File: src/hw/rtl/iec_pkg.sv
// ----------------------------------------------------------------------------
// iec_pkg: shared types and constants of the IOPMP error capture unit
// Transfer structs for both channels, opcodes, register indexes, ttype map.
// ----------------------------------------------------------------------------
package iec_pkg;

  localparam int unsigned CfgIndexW = 8;
  localparam int unsigned CfgDataW  = 32;

  localparam logic [15:0] EntryIdNone   = 16'hFFFF;
  localparam int unsigned AddrLowShift  = 2;
  localparam int unsigned AddrHighShift = 34;

  typedef enum logic [1:0] {
    OP_VIOLATION = 2'd0,
    OP_CLEAR_MSI = 2'd1,
    OP_CLEAR_REC = 2'd2,
    OP_NONE      = 2'd3
  } opcode_t;

  typedef enum logic [CfgIndexW-1:0] {
    REG_IRQ_ENABLE       = 8'd0,
    REG_MSI_SELECT       = 8'd1,
    REG_MSI_SUPPORTED    = 8'd2,
    REG_MSI_INJECT_WERR  = 8'd3,
    REG_NO_ERROR_RECORD  = 8'd4,
    REG_MULTIFAULT_EN    = 8'd5,
    REG_ADDR_HIGH_EN     = 8'd6,
    REG_ENTRY_ID_DISABLE = 8'd7
  } cfg_reg_t;

  typedef enum logic [1:0] {
    TXN_READ   = 2'd0,
    TXN_WRITE  = 2'd1,
    TXN_ATOMIC = 2'd2,
    TXN_EXEC   = 2'd3
  } txn_kind_t;

  localparam logic [1:0] TTYPE_READ  = 2'd1;
  localparam logic [1:0] TTYPE_WRITE = 2'd2;
  localparam logic [1:0] TTYPE_EXEC  = 2'd3;

  typedef struct packed {
    logic [1:0]  opcode;
    logic [15:0] requester_id;
    logic [63:0] byte_address;
    logic [1:0]  txn_kind;
    logic [3:0]  error_type;
    logic        entry_matched;
    logic [15:0] entry_index;
    logic [31:0] user_word;
    logic        suppress_irq;
  } in_item_t;

  typedef struct packed {
    logic        record_valid;
    logic [1:0]  rec_ttype;
    logic [3:0]  rec_etype;
    logic        msi_write_error;
    logic        subsequent_seen;
    logic [31:0] req_word_addr_low;
    logic [29:0] req_word_addr_high;
    logic [15:0] rec_requester;
    logic [15:0] rec_entry_id;
    logic [31:0] rec_user_word;
    logic        irq_pending;
    logic        msi_pending;
  } out_item_t;

  function automatic logic [1:0] map_ttype(input logic [1:0] kind);
    logic [1:0] t;
    unique case (txn_kind_t'(kind))
      TXN_READ:   t = TTYPE_READ;
      TXN_WRITE:  t = TTYPE_WRITE;
      TXN_ATOMIC: t = TTYPE_WRITE;
      TXN_EXEC:   t = TTYPE_EXEC;
      default:    t = TTYPE_EXEC;
    endcase
    return t;
  endfunction

endpackage

File: src/hw/rtl/iopmp_error_capture_top.sv
// ----------------------------------------------------------------------------
// iopmp_error_capture_top: fault capture unit of an IOPMP checker
// First violation wins the error record; later ones mark the multi-fault
// bitmap when enabled. Each transfer returns the record state after its update.
// ----------------------------------------------------------------------------
//
//  Channel | Direction | Handshake         | Payload
//  --------+-----------+-------------------+-----------------------------------
//  in      | input     | in_valid/in_stall | in_data  (iec_pkg::in_item_t)
//  out     | output    | out_valid/stall   | out_data (iec_pkg::out_item_t)
//  cfg     | input     | cfg_valid/ready   | cfg_index, cfg_data (bit 0 used)
//
//  Transfers: one transfer per cycle in while in_stall is low, one result per
//    transfer out; each result is registered in the output or skid register.
//  The record update is a single pass of logic from the record registers
//    back into them, so back-to-back transfers see each other's effect.
//  Stalls: a two-entry output buffer (output register plus skid register)
//    absorbs one stalled result; in_stall is raised only while the skid holds.
//  Reset (rst, synchronous): clears configuration, the record, the flags
//    and the multi-fault bitmap; cfg_ready is always high.
//
module iopmp_error_capture_top #(
  parameter int unsigned REQUESTER_COUNT = 64
) (
  input  logic                                 clk,
  input  logic                                 rst,
  input  logic                                 in_valid,
  output logic                                 in_stall,
  input  iec_pkg::in_item_t                    in_data,
  output logic                                 out_valid,
  input  logic                                 out_stall,
  output iec_pkg::out_item_t                   out_data,
  input  logic                                 cfg_valid,
  output logic                                 cfg_ready,
  input  logic [iec_pkg::CfgIndexW-1:0]        cfg_index,
  input  logic [iec_pkg::CfgDataW-1:0]         cfg_data
);
  import iec_pkg::*;

  localparam int unsigned IdxW = (REQUESTER_COUNT > 1) ? $clog2(REQUESTER_COUNT) : 1;
  localparam logic [16:0] ReqLimit = 17'(REQUESTER_COUNT);

  // configuration bits
  logic irq_enable, msi_select, msi_supported, msi_inject_write_error;
  logic no_error_record, multifault_enable, addr_high_enable, entry_id_disable;

  // error record and flags
  out_item_t            rec;
  out_item_t            rec_next;
  logic [REQUESTER_COUNT-1:0] fault_bitmap;
  logic [REQUESTER_COUNT-1:0] fault_bitmap_next;

  // output buffer
  out_item_t skid_data;
  logic      skid_valid;

  logic in_take, out_take, cfg_take;

  assign cfg_ready = 1'b1;
  assign cfg_take  = cfg_valid && cfg_ready;
  assign in_stall  = skid_valid;
  assign in_take   = in_valid && !in_stall;
  assign out_take  = out_valid && !out_stall;

  // Configuration writes: bit 0 of the data sets the addressed flag.
  always_ff @(posedge clk) begin
    if (rst) begin
      irq_enable             <= 1'b0;
      msi_select             <= 1'b0;
      msi_supported          <= 1'b0;
      msi_inject_write_error <= 1'b0;
      no_error_record        <= 1'b0;
      multifault_enable      <= 1'b0;
      addr_high_enable       <= 1'b0;
      entry_id_disable       <= 1'b0;
    end else if (cfg_take) begin
      unique case (cfg_index)
        REG_IRQ_ENABLE:       irq_enable             <= cfg_data[0];
        REG_MSI_SELECT:       msi_select             <= cfg_data[0];
        REG_MSI_SUPPORTED:    msi_supported          <= cfg_data[0];
        REG_MSI_INJECT_WERR:  msi_inject_write_error <= cfg_data[0];
        REG_NO_ERROR_RECORD:  no_error_record        <= cfg_data[0];
        REG_MULTIFAULT_EN:    multifault_enable      <= cfg_data[0];
        REG_ADDR_HIGH_EN:     addr_high_enable       <= cfg_data[0];
        REG_ENTRY_ID_DISABLE: entry_id_disable       <= cfg_data[0];
        default: ; // drop writes past the register list
      endcase
    end
  end

  // Record update for one transfer.
  always_comb begin
    rec_next          = rec;
    fault_bitmap_next = fault_bitmap;
    unique case (opcode_t'(in_data.opcode))
      OP_VIOLATION: begin
        if (!no_error_record) begin
          if (rec.record_valid) begin
            // Record already held: if multi-fault is enabled and the ID is in range, log it and set svc.
            if (multifault_enable && ({1'b0, in_data.requester_id} < ReqLimit)) begin
              fault_bitmap_next[in_data.requester_id[IdxW-1:0]] = 1'b1;
              rec_next.subsequent_seen = 1'b1;
            end
          end else begin
            rec_next.record_valid      = 1'b1;
            rec_next.rec_ttype         = map_ttype(in_data.txn_kind);
            rec_next.rec_etype         = in_data.error_type;
            rec_next.msi_write_error   = 1'b0;
            rec_next.subsequent_seen   = 1'b0;
            rec_next.req_word_addr_low = in_data.byte_address[AddrLowShift +: 32];
            if (addr_high_enable) begin
              rec_next.req_word_addr_high = in_data.byte_address[AddrHighShift +: 30];
            end
            rec_next.rec_requester = in_data.requester_id;
            rec_next.rec_entry_id  = (entry_id_disable || !in_data.entry_matched)
                                     ? EntryIdNone : in_data.entry_index;
            if (in_data.entry_matched) begin
              rec_next.rec_user_word = in_data.user_word;
            end
            // Deliver the interrupt: MSI when selected and supported, else wired.
            if (!in_data.suppress_irq && irq_enable) begin
              if (msi_supported && msi_select) begin
                rec_next.msi_pending = 1'b1;
                if (msi_inject_write_error) begin
                  rec_next.msi_write_error = 1'b1;
                end
              end else begin
                rec_next.irq_pending = 1'b1;
              end
            end
          end
        end
      end
      OP_CLEAR_MSI: rec_next.msi_pending = 1'b0;
      OP_CLEAR_REC: begin
        // Keep the other record fields and svc.
        rec_next.record_valid = 1'b0;
        rec_next.irq_pending  = 1'b0;
      end
      OP_NONE: ;
      default: ;
    endcase
  end

  always_ff @(posedge clk) begin
    if (rst) begin
      rec          <= '0;
      fault_bitmap <= '0;
    end else if (in_take) begin
      rec          <= rec_next;
      fault_bitmap <= fault_bitmap_next;
    end
  end

  // Output register with one skid entry behind it.
  always_ff @(posedge clk) begin
    if (rst) begin
      out_valid  <= 1'b0;
      skid_valid <= 1'b0;
    end else begin
      if (skid_valid) begin
        if (out_take) begin
          skid_valid <= 1'b0;
        end
      end else if (in_take) begin
        if (!out_valid || out_take) begin
          out_valid <= 1'b1;
        end else begin
          skid_valid <= 1'b1;
        end
      end else if (out_take) begin
        out_valid <= 1'b0;
      end
    end
  end

  always_ff @(posedge clk) begin
    if (skid_valid) begin
      if (out_take) begin
        out_data <= skid_data;
      end
    end else if (in_take) begin
      if (!out_valid || out_take) begin
        out_data <= rec_next;
      end else begin
        skid_data <= rec_next;
      end
    end
  end

`ifndef SYNTHESIS
  a_skid_implies_out: assert property (@(posedge clk) disable iff (rst)
    skid_valid |-> out_valid)
    else $error("skid entry held without a valid output");

  a_first_capture: assert property (@(posedge clk) disable iff (rst)
    (in_take && in_data.opcode == OP_VIOLATION && !no_error_record && !rec.record_valid)
    |=> rec.record_valid)
    else $error("violation on empty record was not captured");

  a_clear_record: assert property (@(posedge clk) disable iff (rst)
    (in_take && in_data.opcode == OP_CLEAR_REC) |=> (!rec.record_valid && !rec.irq_pending))
    else $error("clear record left valid or wired interrupt set");

  a_svc_needs_record: assert property (@(posedge clk) disable iff (rst)
    $rose(rec.subsequent_seen) |-> $past(rec.record_valid))
    else $error("svc set without a held record");

  a_stall_no_drop: assert property (@(posedge clk) disable iff (rst)
    (out_valid && out_stall && !skid_valid && in_take) |=> skid_valid)
    else $error("stalled result not kept in skid entry");
`endif

endmodule
File: config.mk
export PLATFORM = sky130hd
export DESIGN_NAME = iopmp_error_capture_top
export DESIGN_NICKNAME = d
export VERILOG_FILES = /design/src/hw/rtl/iec_pkg.sv /design/src/hw/rtl/iopmp_error_capture_top.sv
export SDC_FILE = /design/constraint.sdc
export NUM_CORES = 1
export LEC_CHECK = 0
export BUFFER_PORTS_ARGS = -buffer_cell sky130_fd_sc_hd__buf_2
export CORE_MARGIN = 2
export CORE_UTILIZATION = 56
export DETAILED_ROUTE_END_ITERATION = 7
export MAX_ROUTING_LAYER = met4
export PLACE_DENSITY = 0.77
export SLEW_MARGIN = 20
export SYNTH_ARGS = -nofsm -noshare
export SYNTH_HDL_FRONTEND = slang
export SYNTH_SLANG_ARGS = --single-unit
File: constraint.sdc
create_clock -name clk -period 11.8 [get_ports clk]
set_input_delay 1.18 -clock clk [delete_from_list [all_inputs] [get_ports clk]]
set_output_delay 1.18 -clock clk [all_outputs]
set_load 0.01 [all_outputs]
## After elaboration in Yosys (flattened, before gate mapping)

Cells that the tools add are included.

- Register bits: 421
- Bits of input ports: 183

- $lt $le $gt $ge: 1
- Eq/ne operators: 14
- Muxes and demuxes: 30
- Bitwise logic cells: 2
- Reduce and logical (&&, ||, !) cells: 30

Operator list:

| operator | number |
|---|---|
| $mux 137 | 5 |
| $mux 134 | 1 |
| $mux 128 | 1 |
| $eq 8x3->1 const B | 4 |
| $mux 32 | 1 |
| $mux 30 | 1 |
| $eq 8x2->1 const B | 2 |
| $lt 16x7->1 const B | 1 |
| $mux 16 | 1 |
| $reduce_and 2->1 | 8 |
| $mux 1 | 14 |
| $reduce_and 3->1 | 3 |
| $eq 8x1->1 const B | 1 |
| $logic_not 8->1 | 1 |
| $mux 7 | 1 |
| $eq 2x2->1 const B | 3 |
| $pmux 1 s2 | 3 |
| $pmux 2 s3 | 1 |
| $reduce_bool 2->1 | 3 |
| $logic_and 1x1->1 | 5 |
| $logic_not 1->1 | 5 |
| $eq 2x1->1 const B | 2 |
| $logic_not 2->1 | 2 |
| $ne 2x1->1 const B | 2 |
| other kinds (4) | 6 |

## Longest topological paths before layout

- Word-level depth: 9
- Mapped depth: 6
- Depth with buffers taken out: 4

## Worst setup path before layout

Ideal clock, no wire load.

- Kind: input -> register
- Start point: in in_valid
- End point: reg out_data[0] in the netlist's numbering (enable)
- Data arrival time: 8.554 ns
- Path slack: 2.567 ns
- Cell stages on the path: 5
- Path through: nor2b_1 clkbuf_1 clkbuf_1 a21oi_1 a21oi_1

- Cells in the longest elaborated chain, start to end: 3

RTL lines:

| element | RTL line | source |
|---|---|---|
| start, declared | iopmp_error_capture_top.sv:27 | `input logic in_valid,` |
| $logic_and 1x1->1 | iopmp_error_capture_top.sv:62 | `assign in_take = in_valid && !in_stall;` |
| $reduce_bool 2->1 (no line) | -- |  |
| $reduce_and 3->1 (no line) | -- |  |
| end signal, assigned | iopmp_error_capture_top.sv:180 | `out_data <= skid_data;` |
| end signal, assigned | iopmp_error_capture_top.sv:184 | `out_data <= rec_next;` |
| end, declared | iopmp_error_capture_top.sv:32 | `output iec_pkg::out_item_t out_data,` |

Every way passes these cells.
A chain may end at the register's enable or synchronous reset.

==> reports/results.tsv <==
stage	metric	value	unit
outcome	status	finished clean	
global_routing	grt_busiest_layer	met2	
place	dp_hpwl	25710	um
sta	tightest_slew	1.129	ns
cells_and_area	synthToLayoutAreaGrowth	16.14	%
place	routabilityCongestion	0.7755	
cells_and_area	drive_above_1_share	0.2653	
cells_and_area	fin_cells	2317	
critical_path	worstPathArrival	3.99	ns
logic_synthesis	synth_cell_types	45	
cts	clk_path_buf_depth	3	
global_routing	grt_pass1_vias	13480	
critical_path	cp-end-kind	flip-flop	
logic_synthesis	syn_nets	1820	
sta	max-slew-margin-rel	0.2474	
floorplan	initial_core_util	0.5700	
sta	hold_viol	0	
sta	whs	0.4671	ns
detailed_routing	drt_iter0_drc	1248	
floorplan	die_y	186.2	um
logic_synthesis	synth_area_leader_cell	edfxtp_1	
cts	numCtsBuffers	43	
floorplan	ioPinCount	323	
power	p_leak	0.007603	uW
detailed_routing	routedWlPerCell	19.43	um
cells_and_area	finalInstanceArea	21590	sq um
critical_path	crit_top_cell	buf_4	
cts	clock-sinks	421	
sta	finClkSkew	0.01912	ns
critical_path	crit_path_top_delay_cell	buf_4	
global_routing	grt_usage	0.2607	
global_routing	grt_max_degree	128	
logic_synthesis	ys_seq_elements	421	
global_routing	use_met2	0.4147	
floorplan	core	32620	sq um
logic_synthesis	synth_top_cell_area_share	0.4425	
logic_synthesis	synth_area_leaders	edfxtp_1, dfxtp_1, mux2_2	
place	place_inst	2224	
detailed_routing	ant_nets	0	
cts	cts-root-buf	clkbuf_16	
min_path	hp-class	flip-flop to flip-flop	
logic_synthesis	synth.cell_area	18590	sq um
critical_path	startpoint_type	input pin	
logic_synthesis	yosysSeqAreaShare	0.6008	
power	power.total	3440	uW
global_routing	antenna_found_initial	12	
detailed_routing	firstDrtPassIters	5	
critical_path	worstPathRequired	12.18	ns
detailed_routing	viasPerCell	6.017	
power	power-per-cell-area	159.3	nW/um^2
sta	setup_viol	0	
critical_path	crit_path_max_incr_delay	0.99	ns
detailed_routing	drc	0	
global_routing	grt_pass1_wl	70040	um
flow_run	max_cap_viol_count	0	
critical_path	crit_fanout	112	
place	port_buffers	288	
cts	htree_levels	2	
sta	period_share	0.3053	
cts	cts_resized	0	
sta	rsz0062_at_grt	no	
cts	cts_setup_buffers	0	
sta	drv_slew	0	
power	ir_drop	0.1456	mV
critical_path	cp_top_family	buffers and inverters	
cts	clk_pin_slew	0.06	ns
cells_and_area	seq_area	11180	sq um
cells_and_area	reg_top3	out_data x137, rec x137, skid_data x137	
critical_path	reg2reg_slack	8.54	ns
place	dpl_cell_area	20100	sq um
floorplan	die_area	34670	sq um
sta	fmax	277.6	MHz
logic_synthesis	yosys_warnings	0	
floorplan	std_cell_rows	66	
cells_and_area	multi_input_area	6295	sq um
logic_synthesis	synthCells	1636	
critical_path	critical_path_buf_inv_count	3	
cells_and_area	fin_nets	2012	
floorplan	dieWidth	186.2	um
cells_and_area	n_fill_cell	2523	
global_routing	met3_usage	0.07185	
cts	cts_tree	yes	
cts	worst_skew_pair.late_latency	0.53	ns
detailed_routing	finalWirelength	45020	um
detailed_routing	vias	13940	
global_routing	overflow	0	
critical_path	worstSetupPathType	input pin to flip-flop	
logic_synthesis	syn_avg_cell_area	11.36	sq um
sta	tns	0	ns
cts	cts-hold-fix-buffers	0	
critical_path	path_cells	buf_2 > nor4_4 > buf_4 > buf_4 > a32o_1 > mux2_2	
global_routing	grt_use_met1	0.3262	
sta	period_needed	3.602	ns
metal layers:
metal | vias up | share of wire | routed length [um]
li1 | 6568 | - | -
met1 | 6750 | 0.41 | 18270
met2 | 554 | 0.48 | 21730
met3 | 70 | 0.087 | 3939
met4 | 0 | 0.024 | 1079
met5 | - | 0 | 0
cell type report:
| type | count | share of cell area |
|---|---|---|
| Clock inverter | 18 | 0.009793 |
| Inverter | 124 | 0.02156 |
| Antenna cell | 13 | 0.001507 |
| Multi-Input combinational cell | 929 | 0.2915 |
| Clock buffer | 61 | 0.05679 |
| Tap cell | 442 | 0.02561 |
| Timing Repair Buffer | 309 | 0.07568 |
| Sequential cell | 421 | 0.5176 |
cells in the final DEF (no fill, tap or decap), types with 10 or more instances in the layout:
master,synthesis,final
buf_2,22,287
edfxtp_1,274,274
dfxtp_1,147,145
a21oi_1,143,142
inv_1,124,123
mux2_2,108,108
nand2_1,82,82
o31ai_1,80,80
nand3_1,67,67
nand4_1,64,64
nand4b_1,63,63
o21ai_0,63,63
o21a_1,56,56
o311ai_0,47,47
clkbuf_16,0,45
nor2_1,39,39
nor3_1,35,35
buf_4,10,20
nor4_1,19,18
o311ai_1,15,15
diode_2,0,13
clkbuf_1,116,12
nand2b_1,11,10
worst reg2reg max path, delay by kind of cell (launching register included):
| kind | cells | cell delay [ns] |
|---|---|---|
| AND/OR/NAND/NOR | 1 | 0.31 |
| buffers and inverters | 2 | 1.87 |
| multiplexers | 1 | 0.16 |
| AO/OA/AOI/OAI | 1 | 0.40 |
| flip-flops | 1 | 0.38 |
synth_stat cells, drive strengths merged:
cell type / count
edfxtp: 274
dfxtp: 147
a21oi: 143
inv: 124
clkbuf: 116
mux2: 108
nand2: 82
o31ai: 81
nand3: 67
nand4: 64
nand4b: 63
o21ai: 63
o311ai: 62
o21a: 56
buf: 46
nor2: 41
nor3: 35
nor4: 20
nand2b: 11
mux2i: 8
nor2b: 4
a211oi: 2
and2: 2
nor4bb: 2
or4: 2
a31o: 1
a32o: 1
and3: 1
and4b: 1
conb: 1
ha: 1
nor4b: 1
o211ai: 1
o22ai: 1
o32ai: 1
o41ai: 1
or3: 1
or4b: 1
kinds of logic after synthesis:
logic type               share of synthesized area
flip-flops                                  0.6008
AO/OA/AOI/OAI                               0.1441
AND/OR/NAND/NOR                             0.1217
buffers and inverters                      0.06285
multiplexers                               0.06972
adder cells (fa/ha/maj)                  0.0006728
other                                    0.0002017
report_power, final:
group	internal [uW]	total, uW	switching [uW]
clock	833	1390	553
sequential	1670	1690	29.0
combinational	133	360	227
per-stage QoR:
| step | util | worst slack, ns |
|---|---|---|
| finish | 0.6620 | 8.198 |
| detailed placement | 0.6161 | 7.659 |
| floorplan | - | 2.567 |
| global route | 0.6619 | 8.070 |
| CTS | 0.6602 | 8.207 |
| global placement | 0.6153 | 7.680 |
worst paths after layout:
path,cells after the start,from,to
worst min-delay path,2,rec[90]$_SDFFE_PP0P_,rec[90]$_SDFFE_PP0P_
worst max-delay path,6,in_data[136],out_data[1]$_DFFE_PP_
worst min register to register,2,rec[90]$_SDFFE_PP0P_,rec[90]$_SDFFE_PP0P_
worst max register to register,5,rec[136]$_SDFFE_PP0P_,out_data[1]$_DFFE_PP_
Power figures use the tool's default switching activity.
